### src/sv/m5mf_pkg.sv
`timescale 1ns / 1ps
// ----------------------------------------------------------------------------
// m5mf_pkg - shared types and constants for the five-tap median filter
// Sample type, window sizes and counter widths used by the top level and
// the shared-comparator median unit.
// ----------------------------------------------------------------------------
package m5mf_pkg;

   localparam int SAMPLE_BITS = 24;

   typedef logic signed [SAMPLE_BITS-1:0] sample_type;

   // Five-tap median window, and the seven-entry work buffer that holds
   // the windows of up to three flushed outputs.
   localparam int WIN_TAPS = 5;
   localparam int BUF_TAPS = 7;
   localparam int HIST_TAPS = 4;

   // Results owed by one input beat: at most three.
   localparam int REM_BITS = 2;

   // Saturating count of samples seen in the current signal.
   typedef enum logic [1:0] {
      SEEN_NONE = 2'd0,
      SEEN_ONE  = 2'd1,
      SEEN_MANY = 2'd2
   } seen_type;

endpackage

### src/sv/m5mf_median.sv
`timescale 1ns / 1ps
// ----------------------------------------------------------------------------
// m5mf_median - median of five through one shared comparator
// Removes the smallest value twice and then takes the minimum of the last
// three: nine compares plus three line moves per median.
// ----------------------------------------------------------------------------
module m5mf_median (
   input  logic                 clock,
   input  logic                 reset,
   input  logic                 start,
   input  m5mf_pkg::sample_type window [m5mf_pkg::WIN_TAPS],
   output logic                 busy,
   output logic                 done,
   output m5mf_pkg::sample_type median
);
   import m5mf_pkg::*;

   // Step schedule: compares everywhere except the moves below.
   localparam int STEP_BITS  = 4;
   localparam logic [STEP_BITS-1:0] STEP_LOAD2 = 4'd4;   // start of pass two
   localparam logic [STEP_BITS-1:0] STEP_SKIP  = 4'd8;   // drop filler slot
   localparam logic [STEP_BITS-1:0] STEP_LOAD3 = 4'd9;   // start of pass three
   localparam logic [STEP_BITS-1:0] STEP_LAST  = 4'd11;

   localparam int LINE_TAPS = WIN_TAPS - 1;

   logic                 busy_ff;
   logic                 done_ff;
   logic [STEP_BITS-1:0] step_ff;
   sample_type           cur_ff, cur_in;
   sample_type           line_ff [LINE_TAPS];
   sample_type           line_in [LINE_TAPS];
   sample_type           head;
   logic                 less;

   assign head = line_ff[0];
   assign less = head < cur_ff;

   always_comb begin
      for (int i = 0; i < LINE_TAPS - 1; i++) begin
         line_in[i] = line_ff[i+1];
      end
      case (step_ff)
         STEP_LOAD2, STEP_LOAD3: begin
            cur_in              = head;
            line_in[LINE_TAPS-1] = head;
         end
         STEP_SKIP: begin
            cur_in              = cur_ff;
            line_in[LINE_TAPS-1] = head;
         end
         default: begin
            // running minimum stays, the loser goes to the tail
            cur_in              = less ? head : cur_ff;
            line_in[LINE_TAPS-1] = less ? cur_ff : head;
         end
      endcase
   end

   always_ff @(posedge clock) begin
      if (reset) begin
         busy_ff <= 1'b0;
         done_ff <= 1'b0;
         step_ff <= '0;
      end else begin
         done_ff <= 1'b0;
         if (busy_ff) begin
            step_ff <= step_ff + 1'b1;
            if (step_ff == STEP_LAST) begin
               busy_ff <= 1'b0;
               done_ff <= 1'b1;
            end
         end else if (start) begin
            busy_ff <= 1'b1;
            step_ff <= '0;
         end
      end
   end

   always_ff @(posedge clock) begin
      if (busy_ff) begin
         cur_ff <= cur_in;
         for (int i = 0; i < LINE_TAPS; i++) begin
            line_ff[i] <= line_in[i];
         end
      end else if (start) begin
         cur_ff <= window[0];
         for (int i = 0; i < LINE_TAPS; i++) begin
            line_ff[i] <= window[i+1];
         end
      end
   end

   assign busy   = busy_ff;
   assign done   = done_ff;
   assign median = cur_ff;

   a_done_after_last: assert property (@(posedge clock) disable iff (reset)
      done_ff |-> $past(busy_ff) && $past(step_ff) == STEP_LAST)
      else $error("median done without a finished sweep");

   a_no_start_busy: assert property (@(posedge clock) disable iff (reset)
      start |-> !busy_ff)
      else $error("median start while busy");

   a_done_pulse: assert property (@(posedge clock) disable iff (reset)
      done_ff |=> !done_ff)
      else $error("median done longer than one cycle");

endmodule

### src/sv/median5_mirror_filter_unit.sv
`timescale 1ns / 1ps
// Flow: a beat that owes results goes to START (launch the median unit),
//   WAIT (comparator steps until done) and OUT (into the rsp_ register,
//   held while rsp_ is full). Each further flushed result repeats START,
//   WAIT and OUT; a final beat owes up to 3. Beats: a beat with no result
//   leaves req_ready high; else req_ready is low until its last result is out.
// Reset (synchronous, active high) clears history, count, sequencer, rsp_valid.
// ----------------------------------------------------------------------------
// median5_mirror_filter_unit - five-tap median filter with mirrored ends
// Streams a signal one sample per beat and returns one median per position,
// with the signal ends mirrored so the output is as long as the input.
// ----------------------------------------------------------------------------
module median5_mirror_filter_unit (
   input  logic                 clock,
   input  logic                 reset,
   input  logic                 req_valid,
   output logic                 req_ready,
   input  m5mf_pkg::sample_type req_sample_in,
   input  logic                 req_is_final,
   output logic                 rsp_valid,
   input  logic                 rsp_ready,
   output m5mf_pkg::sample_type rsp_sample_out,
   output logic                 rsp_final_out
);
   import m5mf_pkg::*;

   // IDLE takes a beat; START launches the median unit on buf[0..4];
   // WAIT holds until it is done; OUT moves the result to the rsp_ register
   // and slides the work buffer by one for the next flushed position.
   typedef enum logic [1:0] {
      ST_IDLE,
      ST_START,
      ST_WAIT,
      ST_OUT
   } state_type;

   state_type            state_ff;
   seen_type             seen_ff, seen_in;
   sample_type           hist_ff [HIST_TAPS];   // [0] most recent position
   sample_type           hist_in [HIST_TAPS];
   sample_type           buf_ff  [BUF_TAPS];
   sample_type           load_buf [BUF_TAPS];
   logic [REM_BITS-1:0]  rem_ff, load_rem;
   logic                 load_go;
   logic                 fin_ff;
   logic                 rsp_valid_ff;
   sample_type           rsp_sample_ff;
   logic                 rsp_final_ff;

   logic                 accept;
   logic                 out_free;
   logic                 med_start;
   logic                 med_busy;
   logic                 med_done;
   sample_type           med_result;
   sample_type           med_window [WIN_TAPS];

   assign req_ready = (state_ff == ST_IDLE);
   assign accept    = req_valid && req_ready;
   assign out_free  = !rsp_valid_ff || rsp_ready;
   assign med_start = (state_ff == ST_START);

   always_comb begin
      for (int i = 0; i < WIN_TAPS; i++) begin
         med_window[i] = buf_ff[i];
      end
   end

   // What one accepted beat does to the history, and which windows it owes.
   always_comb begin
      sample_type x;
      sample_type s0;
      x        = req_sample_in;
      s0       = hist_ff[0];
      load_go  = 1'b1;
      load_rem = REM_BITS'(1);
      seen_in  = seen_ff;
      for (int i = 0; i < HIST_TAPS; i++) begin
         hist_in[i] = hist_ff[i];
      end
      for (int i = 0; i < BUF_TAPS; i++) begin
         load_buf[i] = x;
      end
      if (!req_is_final) begin
         case (seen_ff)
            SEEN_NONE: begin
               load_go    = 1'b0;
               hist_in[0] = x;
               seen_in    = SEEN_ONE;
            end
            SEEN_ONE: begin
               // positions -2..1 become s1, s0, s0, s1
               load_go    = 1'b0;
               hist_in[3] = x;
               hist_in[2] = s0;
               hist_in[1] = s0;
               hist_in[0] = x;
               seen_in    = SEEN_MANY;
            end
            default: begin
               load_buf[0] = hist_ff[3];
               load_buf[1] = hist_ff[2];
               load_buf[2] = hist_ff[1];
               load_buf[3] = hist_ff[0];
               hist_in[3]  = hist_ff[2];
               hist_in[2]  = hist_ff[1];
               hist_in[1]  = hist_ff[0];
               hist_in[0]  = x;
            end
         endcase
      end else begin
         // end of signal: flush and start over
         seen_in = SEEN_NONE;
         for (int i = 0; i < HIST_TAPS; i++) begin
            hist_in[i] = '0;
         end
         case (seen_ff)
            SEEN_NONE: begin
               // single-sample signal: window of five copies passes it through
               load_rem = REM_BITS'(1);
            end
            SEEN_ONE: begin
               load_rem    = REM_BITS'(2);
               load_buf[1] = s0;
               load_buf[2] = s0;
               load_buf[5] = s0;
            end
            default: begin
               load_rem    = REM_BITS'(3);
               load_buf[0] = hist_ff[3];
               load_buf[1] = hist_ff[2];
               load_buf[2] = hist_ff[1];
               load_buf[3] = hist_ff[0];
               load_buf[6] = hist_ff[0];
            end
         endcase
      end
   end

   always_ff @(posedge clock) begin
      if (reset) begin
         state_ff     <= ST_IDLE;
         seen_ff      <= SEEN_NONE;
         rem_ff       <= '0;
         rsp_valid_ff <= 1'b0;
         for (int i = 0; i < HIST_TAPS; i++) begin
            hist_ff[i] <= '0;
         end
      end else begin
         // a new result beat may replace the one leaving in the same cycle
         if (state_ff == ST_OUT && out_free) begin
            rsp_valid_ff <= 1'b1;
         end else if (rsp_ready) begin
            rsp_valid_ff <= 1'b0;
         end
         case (state_ff)
            ST_IDLE: begin
               if (accept) begin
                  seen_ff <= seen_in;
                  for (int i = 0; i < HIST_TAPS; i++) begin
                     hist_ff[i] <= hist_in[i];
                  end
                  if (load_go) begin
                     rem_ff   <= load_rem;
                     state_ff <= ST_START;
                  end
               end
            end
            ST_START: begin
               state_ff <= ST_WAIT;
            end
            ST_WAIT: begin
               if (med_done) begin
                  state_ff <= ST_OUT;
               end
            end
            ST_OUT: begin
               if (out_free) begin
                  rem_ff       <= rem_ff - 1'b1;
                  state_ff     <= (rem_ff == REM_BITS'(1)) ? ST_IDLE : ST_START;
               end
            end
            default: begin
               state_ff <= ST_IDLE;
            end
         endcase
      end
   end

   // Datapath registers: work buffer, final flag and result beat.
   always_ff @(posedge clock) begin
      if (accept && load_go) begin
         fin_ff <= req_is_final;
         for (int i = 0; i < BUF_TAPS; i++) begin
            buf_ff[i] <= load_buf[i];
         end
      end else if (state_ff == ST_OUT && out_free) begin
         for (int i = 0; i < BUF_TAPS - 1; i++) begin
            buf_ff[i] <= buf_ff[i+1];
         end
         buf_ff[BUF_TAPS-1] <= buf_ff[BUF_TAPS-1];
      end
      if (state_ff == ST_OUT && out_free) begin
         rsp_sample_ff <= med_result;
         rsp_final_ff  <= fin_ff && (rem_ff == REM_BITS'(1));
      end
   end

   m5mf_median u_median (
      .clock  (clock),
      .reset  (reset),
      .start  (med_start),
      .window (med_window),
      .busy   (med_busy),
      .done   (med_done),
      .median (med_result)
   );

   assign rsp_valid      = rsp_valid_ff;
   assign rsp_sample_out = rsp_sample_ff;
   assign rsp_final_out  = rsp_final_ff;

   a_done_in_wait: assert property (@(posedge clock) disable iff (reset)
      med_done |-> state_ff == ST_WAIT)
      else $error("median result arrived outside the wait state");

   a_rem_nonzero: assert property (@(posedge clock) disable iff (reset)
      state_ff != ST_IDLE |-> rem_ff != '0)
      else $error("sequencer running with no result owed");

   a_busy_in_wait: assert property (@(posedge clock) disable iff (reset)
      state_ff == ST_WAIT && !med_done |-> med_busy)
      else $error("waiting on an idle median unit");

   a_no_overwrite: assert property (@(posedge clock) disable iff (reset)
      rsp_valid_ff && !rsp_ready |=> rsp_valid_ff && $stable(rsp_sample_ff))
      else $error("pending result beat overwritten");

endmodule

### config.mk
export PLATFORM = sky130hd
export DESIGN_NAME = median5_mirror_filter_unit
export DESIGN_NICKNAME = d
export VERILOG_FILES = /design/src/sv/m5mf_pkg.sv /design/src/sv/m5mf_median.sv /design/src/sv/median5_mirror_filter_unit.sv
export SDC_FILE = /design/constraint.sdc
export NUM_CORES = 1
export LEC_CHECK = 0
export BUFFER_PORTS_ARGS = -buffer_cell sky130_fd_sc_hd__buf_4
export CORE_ASPECT_RATIO = 1.4
export CORE_MARGIN = 3
export CORE_UTILIZATION = 33
export CTS_BUF_LIST = sky130_fd_sc_hd__clkbuf_8
export DETAILED_ROUTE_END_ITERATION = 16
export PLACE_DENSITY_LB_ADDON = 0.15
export SETUP_SLACK_MARGIN = 0.05
export SLEW_MARGIN = 20
export SYNTH_ARGS = -nofsm -noshare
export SYNTH_HDL_FRONTEND = slang
export SYNTH_HIERARCHICAL = 1
export SYNTH_SLANG_ARGS = --single-unit
export TNS_END_PERCENT = 1
### constraint.sdc
create_clock -name clock -period 5 [get_ports clock]
set_input_delay 0.5 -clock clock [delete_from_list [all_inputs] [get_ports clock]]
set_output_delay 0.5 -clock clock [all_outputs]
set_load 0.1 [all_outputs]
==> results of run 1 <==
## area by class of cell
cell class | instances | area, sq um
clock inverters | 51 | 211
clock buffers | 72 | 991
diodes | 1 | 2.50
repair buffers | 88 | 686
flip-flops and latches | 423 | 12600
fillers | 5849 | 37600
inverters | 35 | 134
well taps | 810 | 1010
multi-input cells | 1132 | 6850
## cell usage in the layout, fill, tap and decap left out, drive strengths merged, types with 7 or more instances in the layout
master / n
o21ai: 62
and3: 24
inv: 64
dfxtp: 13
a211o: 25
clkbuf: 72
buf: 88
nand3: 28
nand2: 325
a41oi: 22
nand2b: 7
a21oi: 204
nor2: 157
mux2i: 75
mux2: 72
edfxtp: 410
clkinv: 17
and2: 50
ha: 32
## cell families after synthesis
family	synth area share, %
xor+xnor	0.0435
fa+ha+maj	1.99
buf+inv	3.97
mux	7.93
flops	62.4
compound gates	10.6
simple gates	13.1
## sequential cells by signal, indices dropped and copies added, names as in the netlist
signal            cells
buf_ff              168
seen_ff               2
rsp_sample_out       24
u_median/line_ff     96
u_median/median      24
hist_ff              96
rsp_final_out         1
state_ff              2
u_median/done         1
rsp_valid             1
u_median/busy         1
fin_ff                1
rem_ff                2
u_median/step_ff      4
## per-stage QoR
stage | instances | setup WS, ps | hold slack (ps) | power (uW) | TNS [ps]
floorplan | 1709 | -565 | 449 | 9380 | -40710
global placement | 2488 | 1360 | 462 | 10600 | 0
detailed placement | 2488 | 1290 | 466 | 10700 | 0
CTS | 2611 | 1280 | 87.2 | 13500 | 0
global route | 2612 | 1120 | 126 | 14200 | 0
finish | 2612 | 1320 | 135 | 13300 | 0
## synthesized netlist by cell type, drive strengths merged
master   count
a2111oi      1
a211o       25
a211oi       6
a21o         1
a21oi      204
a221oi       2
a311oi       2
a31oi        4
a41oi       22
and2        50
and2b        1
and3        24
and3b        1
buf         63
clkbuf      56
dfxtp       13
edfxtp     410
ha          32
inv         35
mux2        72
mux2i       75
nand2      325
nand2b       7
nand3       28
nand3b       1
nand4        6
nor2       157
nor2b        3
nor3         6
nor3b        1
o211ai       2
o21a         2
o21ai       62
o21bai       2
o22ai        1
or2          1
or3          4
or4          1
xnor2        1
## where the power goes
group / internal [uW] / switching [uW]
clock network: 1330 / 1400
logic: 1400 / 2930
registers: 5620 / 599
total: 8350 / 4930
## worst reg2reg max path: cells and delay by family, from the launching register on
kind | cells | cell delay [ps]
DFF | 1 | 380
and+or+nand+nor | 4 | 1170
AOI/OAI and AO/OA | 3 | 590
adders and majority gates | 1 | 420
buffers and inverters | 3 | 750
## routing by layer
metal  wire length [microns]  vias to the layer above  global-route usage (%)  share of wire, %
met5                       0                        -                       0                 0
met4                     818                        0                    4.30               1.6
met3                    2660                       69                    2.35               5.3
met2                   22300                      323                    23.0                44
met1                   24600                     6264                    23.6                49
li1                        -                     6232                       -                 -
## final timing paths
check                           start                  to  slack, ps  cells past startpoint
setup / recovery  u_median/median[23]  u_median/median[6]       1320                     11
hold / removal              req_valid          seen_ff[1]        140                      2
setup reg to reg  u_median/median[23]  u_median/median[6]       1320                     11
hold reg to reg   u_median/median[21]  rsp_sample_out[21]        480                      0
==> impl_results.md, run 1 <==
- PostCTS Resize Cnt: 0
- Drt drc: 0
- Worst endpoint data arrival time: 3960 ps
- Class of the tightest hold or removal check: input port to flop
- Max incr delay on CP: 620 ps
- Num CTS Buffers: 69
- Clk buf depth: 3
- Max-Cap Viols: 0
- FF+latch count, synth: 423
- RSZ-0062 raised after global routing: false
- Antenna violations before repair: 1
- Yosys warnings: 6
- Die Width: 215 microns
- Mean post-synth cell area: 11.8 sq um
- CP Class: flop to flop
- Worst VDD drop: 254 uV
- Crit path buf inv count: 3
- # Post-CTS Setup Buffers: 0
- PwrDens: 591 nW/um^2
- Die height: 298 microns
- Critical path cell sequence: inv_1 > ha_1 > nand4_1 > or4_4 > a2111oi_4 > or3_4 > or3_1 > buf_4 > a31oi_1 > o22ai_2 > buf_4
- Final Cell Area: 22500 sq um
- Final setup viols: 0
- Vias per inst: 4.93
- Initial core utilization: 33.6%
- H-tree Lvls: 3
- CTS Root Buffer Type: clkbuf_8
- Slowest CP cell: or4_4
- Seq/Total Area, Yosys: 62.4%
- NumNets Final: 1810
- WP data required: 5270 ps
- CP Capture Type: flop
- Rows: ~110
- Syn Inst Count: around 1700
- Share of layout cells above drive strength 1: around 17%
- Clk slew on worst S/H paths: 60 ps
- Clk_lat worst skew: 620 ps
- Routed WL: 50400 microns
- Synth-to-layout area growth: 11.4%
- Placeable Area: 60100 sq um
- Post-layout util: a little under two fifths
- Post-Syn Area: 20200 sq um
- DRT iter0 DRCs: 1148
- Post-Synthesis Net Count: approximately 1800
- Global-route wire length before repair: 78500 microns
- Number of global-route vias before repair: 12400
- Placer congestion estimate: a little over 0.7
- Status: finished, final reports clean
- Worst path top cell family by delay: simple AND/OR/NAND/NOR gates
- Max frequency: between 200 and 300 MHz
- TritonRoute pass-1 iters: 5
- DP Area: ~21000 sq um
- Half-perimeter wire length after placement: ~33000 microns
- Crit share post-route: between 70% and 80%
- Area share of the largest cell type after synthesis: 61.1%
- Vias: approximately 13000
- Unique cell type count in the Yosys netlist: 60
- Tmin final: 3680 ps
- Critical path fanouts, max: 25
- Gr ovfl total: 0
- Final count of hold timing violations: 0
- Synth area leaders: edfxtp_1 61%, nand2_1 6.0%, a21oi_1 4.3%, mux2i_1 3.7%, mux2_2 3.5%
- Max transition margin: between 20 and 30%
- Clock sink total: 423
- Gr usage total: 15.5%
- Clock skew: 17.9 ps
- Synth area leader: edfxtp_1
- Worst Max-Slew Pin Slew: 1060 ps
- Port-buffer cells: 55
- Largest net degree at the start of global routing: 78
- CP most frequent cell: buf_4
- Startpoint types: flop
- DRT antenna net count: 0
- Total Die Area: 64100 sq um
- # hold bufs at CTS: 0
- WL/cell: 19.3 microns
- Slew Viols, Final: 0
- TritonCTS clock tree: yes
- IO Count: 56
- Pleak: 0.00847 uW
No activity file was read; power rests on OpenSTA's default activity.
==> run 2: changes to the inputs <==
clock period = 3.65 ns   (was 5 ns; I/O delays follow)
==> impl_results.md, run 2 (synthesis gave the netlist of run 1 again) <==
- Slowest CP cell: or4_4
- Routed WL: 51400 microns
- Hold path start: reset
- Clk slew on worst S/H paths: around 60 ps
- Final count of hold timing violations: 0
- Max-Cap Viols: 0
- DRT antenna net count: 0
- CP most frequent cell: or3_4
- NumNets Final: 1835
- TritonCTS clock tree: yes
- Final Cell Area: roughly 23000 sq um
- Initial core utilization: 33.6%
- IO Count: 56
- WL/cell: 19.5 microns
- Clk_lat worst skew: 630 ps
- Total Die Area: 64100 sq um
- Final setup viols: 0
- Die height: 298 microns
- Fill cell count: 5883
- Seq. cell area: 12600 sq um
- CTS Root Buffer Type: clkbuf_8
- Class of the tightest hold or removal check: input port to flop
- Gr usage total: between 10% and 20%
- Worst VDD drop: 564 uV
- Slew Viols, Final: 0
- Placeable Area: 60100 sq um
- Post-layout util: between 30% and 40%
- Critical path cell sequence: ha_1 > nand4_1 > or4_4 > a2111oi_4 > or3_4 > or3_4 > a31oi_1 > o22ai_2 > buf_6
- Logic pwr share: 33.4%
- R2r setup slk: ~320 ps
- Tmin final: approximately 3300 ps
- Clk buf depth: 3
- Max frequency: 300 MHz
- WP data required: 3940 ps
- Clock sink total: between 400 and 500
- Antenna violations before repair: 1
- Global-route wire length before repair: 80200 microns
- Sequential power share: roughly 46%
- Worst Max-Slew Pin Slew: a little over 800 ps
- Status: finished, final reports clean
- Rows: 106
- Internal Power: 11800 uW
- Gr ovfl total: 0
- Largest net degree at the start of global routing: 98
- Switch Pwr: around 7000 uW
- Share of layout cells above drive strength 1: 17.9%
- Drt drc: 0
- Vias per inst: 4.89
- DRT iter0 DRCs: 922
- TritonRoute pass-1 iters: 5
- RSZ-0062 raised after global routing: false
- Post-route insts no fill: around 2600
- Worst endpoint data arrival time: 3620 ps
- Setup slack after layout: 321 ps
- Placer congestion estimate: roughly 0.76
- Clk network pwr share: 20.9%
- Reg2reg start: u_median/line_ff[0][23]
- Half-perimeter wire length after placement: between 30000 and 40000 microns
- Startpoint types: flop
- Number of flip-flops in the largest register: between 150 and 200
- Max transition margin: a little under half
- Inst Count DP: 2508
- CP Class: flop to flop
- Num CTS Buffers: 73
- FF-to-FF End: u_median/median[6]
- Footprint of the multi-input gates: 6860 sq um
- Most frequent cells in the layout: 410 x edfxtp_1, 324 x nand2_1, 173 x a21oi_1
- Critical path fanouts, max: 19
- Die Width: 215 microns
- Largest regs: buf_ff: 168 flops, hist_ff: 96 flops, u_median/line_ff: 96 flops
- Number of global-route vias before repair: 13000
- DP Area: 21500 sq um
- Synth-to-layout area growth: 13.3%
- Port-buffer cells: 55
- PwrDens: 816 nW/um^2
- Cells on worst reg2reg path: 9
- Pleak: 0.00868 uW
- Hold Path Cell Cnt: 2
- Hold EP: u_median/step_ff[3]
- Clock skew: 26.7 ps
- DP Worst Slack: 69.8 ps
- # Post-CTS Setup Buffers: 0
- Sw Ratio: 36.9%
- Vias: 12900
- Crit share post-route: 91.2%
- Max incr delay on CP: 620 ps
- H-tree Lvls: 3
- Most common cell after layout, fill and taps aside: edfxtp_1
- Reg with most FFs: buf_ff
- CP Capture Type: flop
## run 2: worst max-delay path by stage
| stage | start | end | slack (ps) | depth (start not counted) |
|---|---|---|---|---|
| global route | u_median/median[23] | u_median/median[4] | 170 | 10 |
| finish | u_median/line_ff[0][23] | u_median/median[6] | 320 | 9 |
| global placement | u_median/line_ff[0][23] | u_median/median[11] | 180 | 9 |
| CTS | u_median/line_ff[0][23] | u_median/median[6] | 50 | 9 |
| floorplan | state_ff[0] | hist_ff[1][0] | -390 | 5 |
| detailed placement | u_median/median[23] | u_median/median[8] | 70 | 10 |
## run 2: through the flow
stage               setup TNS [ps]  total power, uW  hold WS, ps
detailed placement               0            14900          469
CTS                              0            18900         27.8
global placement                 0            14800          462
floorplan                   -35270            12800          437
finish                           0            18600         93.0
global route                     0            19900         57.8
## run 2: worst max-delay path, delay by kind of cell, from the launching register on
family / cells / cell delay, ps
AO/OA/AOI/OAI: 3 / 610
adder cells (fa/ha/maj): 1 / 430
buffers and inverters: 1 / 280
flip-flops: 1 / 410
AND/OR/NAND/NOR: 4 / 1260
## run 2: repair_timing
| item | CTS | global route |
|---|---|---|
| setup endpoints to repair | 0 | 19 |
| endpoints found under the hold margin | 1 | 0 |
| gates resized for setup | 0 | 2 |
| hold buffers | 1 | 0 |
## run 2: final cells by class
class | count | share of cell area [%]
Sequential cell | 423 | 55.1
Multi-Input combinational cell | 1132 | 30.0
Clock buffer | 78 | 4.70
Tap cell | 810 | 4.44
Timing Repair Buffer | 109 | 4.27
Clock inverter | 52 | 0.898
Inverter | 35 | 0.592
Antenna cell | 1 | 0.0110
## run 2: power by group through the flow
stage	Sequential (uW)	Clock (uW)	Combinational, uW
2_1_floorplan	8490	0	4320
3_3_place_gp	8560	0	6250
3_5_place_dp	8600	0	6330
4_1_cts	8520	4070	6330
5_1_grt	8690	4280	6910
6_report	8520	3900	6230
## run 2: layer usage
metal  up-vias  GRT usage [%]  share of wire, %
met4         0           4.99               2.0
met2       312           24.6                45
li1       6286              -                 -
met3        80           2.53               5.3
met5         -              0                 0
met1      6231           23.2                48
==> run 3: changes to the inputs <==
CELL_PAD_IN_SITES_DETAIL_PLACEMENT = 2   (was not set)
CELL_PAD_IN_SITES_GLOBAL_PLACEMENT = 2   (was not set)
PLACE_DENSITY_LB_ADDON = 0.2   (was 0.15)
clock period = 3.42 ns   (was 3.65 ns; I/O delays follow)
==> impl_results.md, run 3 (synthesis gave the netlist of run 1 again) <==
- Status: finished, final reports clean
- IO Count: 56
- Class of the tightest hold or removal check: input port to flop
- TritonCTS clock tree: yes
- Worst Max-Slew Pin Slew: 796 ps
- CP most frequent cell: or3_4
- H-tree Lvls: 3
- M2 GR Usage: between 20% and 30%
- Pleak: 0.00863 uW
- Clk_lat worst skew: 640 ps
- Half-perimeter wire length after placement: 38800 microns
- Final Cell Area: ~23000 sq um
- Clock sink total: 423
- PwrDens: 890 nW/um^2
- # Post-CTS Setup Buffers: 0
- DRT iter0 DRCs: 686
- NumNets Final: 1825
- Clk buf depth: 3
- Final setup viols: 0
- CTS Root Buffer Type: clkbuf_8
- Startpoint types: flop
- Synth-to-layout area growth: 13.0%
- WP data required: 3730 ps
- Global-route wire length before repair: 90200 microns
- WL/cell: 22.3 microns
- Reg with most FFs: buf_ff
- Max incr delay on CP: roughly 600 ps
- Gr ovfl total: 0
- GR met1 Demand/Resource: 25.9%
- Most frequent cells in the layout: 410 x edfxtp_1, 324 x nand2_1, 173 x a21oi_1
- Worst path top cell family by delay: simple AND/OR/NAND/NOR gates
- Crit share post-route: 94.2%
- CP Class: flop to flop
- FF-to-FF End: u_median/median[5]
- Total Die Area: 64100 sq um
- DP Area: about 21000 sq um
- Antenna violations before repair: 1
- Die height: 298 microns
- Gr usage total: 18.2%
- Num CTS Buffers: 75
- Tmin final: between 3000 and 4000 ps
- Crit path buf inv count: 2
- Largest net degree at the start of global routing: 97
- DRT antenna net count: 0
- Cells on worst reg2reg path: 10
- Critical path fanouts, max: 24
- Post-route insts no fill: 2627
- Number of global-route vias before repair: 14400
- Vias per inst: 5.15
- Die Width: 215 microns
- Most common cell after layout, fill and taps aside: edfxtp_1
- Routed WL: about 59000 microns
- Crit path to: u_median/median[5]
- Share of layout cells above drive strength 1: between 10% and 20%
- Max frequency: 310 MHz
- Rows: 106
- Slew Viols, Final: 0
- Vias: 13500
- Reg2reg start: u_median/median[23]
- Critical path cell sequence: inv_1 > ha_1 > nand4_1 > or4_4 > a2111oi_4 > or3_4 > or3_4 > a31oi_1 > o22ai_2 > buf_12
- TritonRoute pass-1 iters: 5
- Largest regs: buf_ff: 168 flops, hist_ff: 96 flops, u_median/line_ff: 96 flops
- Placer congestion estimate: 0.735
- Inst Count DP: approximately 2500
- Final count of hold timing violations: 0
- Met3 usage: 2.93%
- Initial core utilization: approximately a third
- Number of flip-flops in the largest register: between 150 and 200
- CP Capture Type: flop
- R2r setup slk: 200 ps
- Max-Cap Viols: 0
- RSZ-0062 raised after global routing: false
- Clock skew: 33.5 ps
- Worst endpoint data arrival time: 3530 ps
- Slowest CP cell: or4_4
- Levels on crit path: 10
- Drt drc: 0
- Max transition margin: approximately 47%
- Clk slew on worst S/H paths: about 60 ps
- Most Crowded Layer GR: met2
- Worst VDD drop: 559 uV
- Critical Path Start: u_median/median[23]
- Port-buffer cells: 55
- Placeable Area: roughly 60000 sq um
## run 3: report_power, final
group | total, uW | leakage, uW | switching (uW) | internal [uW]
Sequential | 9210 | 0.00408 | 992 | 8220
Combinational | 6750 | 0.00377 | 4530 | 2220
Clock | 4310 | 0.000775 | 2100 | 2210
Total | 20300 | 0.00863 | 7620 | 12700
## run 3: layer usage
layer | wire length, microns | part of all wire (%)
met5 | 0 | 0
met4 | 1250 | 2.1
met3 | 2170 | 3.7
met2 | 27000 | 46
met1 | 28200 | 48
## run 3: worst min-delay path by stage
stage                         from                  end  slack [ps]  cells past startpoint
2_1_floorplan                reset  u_median/step_ff[2]         410                      1
3_3_place_gp   u_median/median[22]   rsp_sample_out[22]         460                      0
3_5_place_dp   u_median/median[20]   rsp_sample_out[20]         470                      0
4_1_cts                      reset  u_median/step_ff[3]         0.4                      2
5_1_grt                      reset  u_median/step_ff[0]          30                      2
6_report          req_sample_in[5]        hist_ff[0][5]          80                      2
## run 3: area by class of cell
cell class | instances | area [sq um]
Antenna cell | 1 | 2.50
Clock buffer | 80 | 1100
Clock inverter | 49 | 218
Fill cell | 6239 | 37300
Inverter | 35 | 135
Multi-Input combinational cell | 1132 | 6860
Sequential cell | 423 | 12600
Tap cell | 810 | 1010
Timing Repair Buffer | 97 | 885
## run 3: stage by stage
stage,TNS (ps),utilization (%),power [uW],setup WS (ps),hold slack [ps]
2_1_floorplan,-57350,-,13700,-618,414
3_3_place_gp,0,35.7,15800,328,460
3_5_place_dp,0,35.7,16200,177,475
4_1_cts,0,37.9,20600,146,0.391
5_1_grt,0,37.9,21600,44.6,25.7
6_report,0,37.9,20300,199,75.1
## run 3: what timing repair did
item / 4_1_cts / 5_1_grt
hold endpoints to repair: 2 / 0
setup endpoints to repair: 0 / 44
hold buffers: 1 / 0
resized for setup: 0 / 2
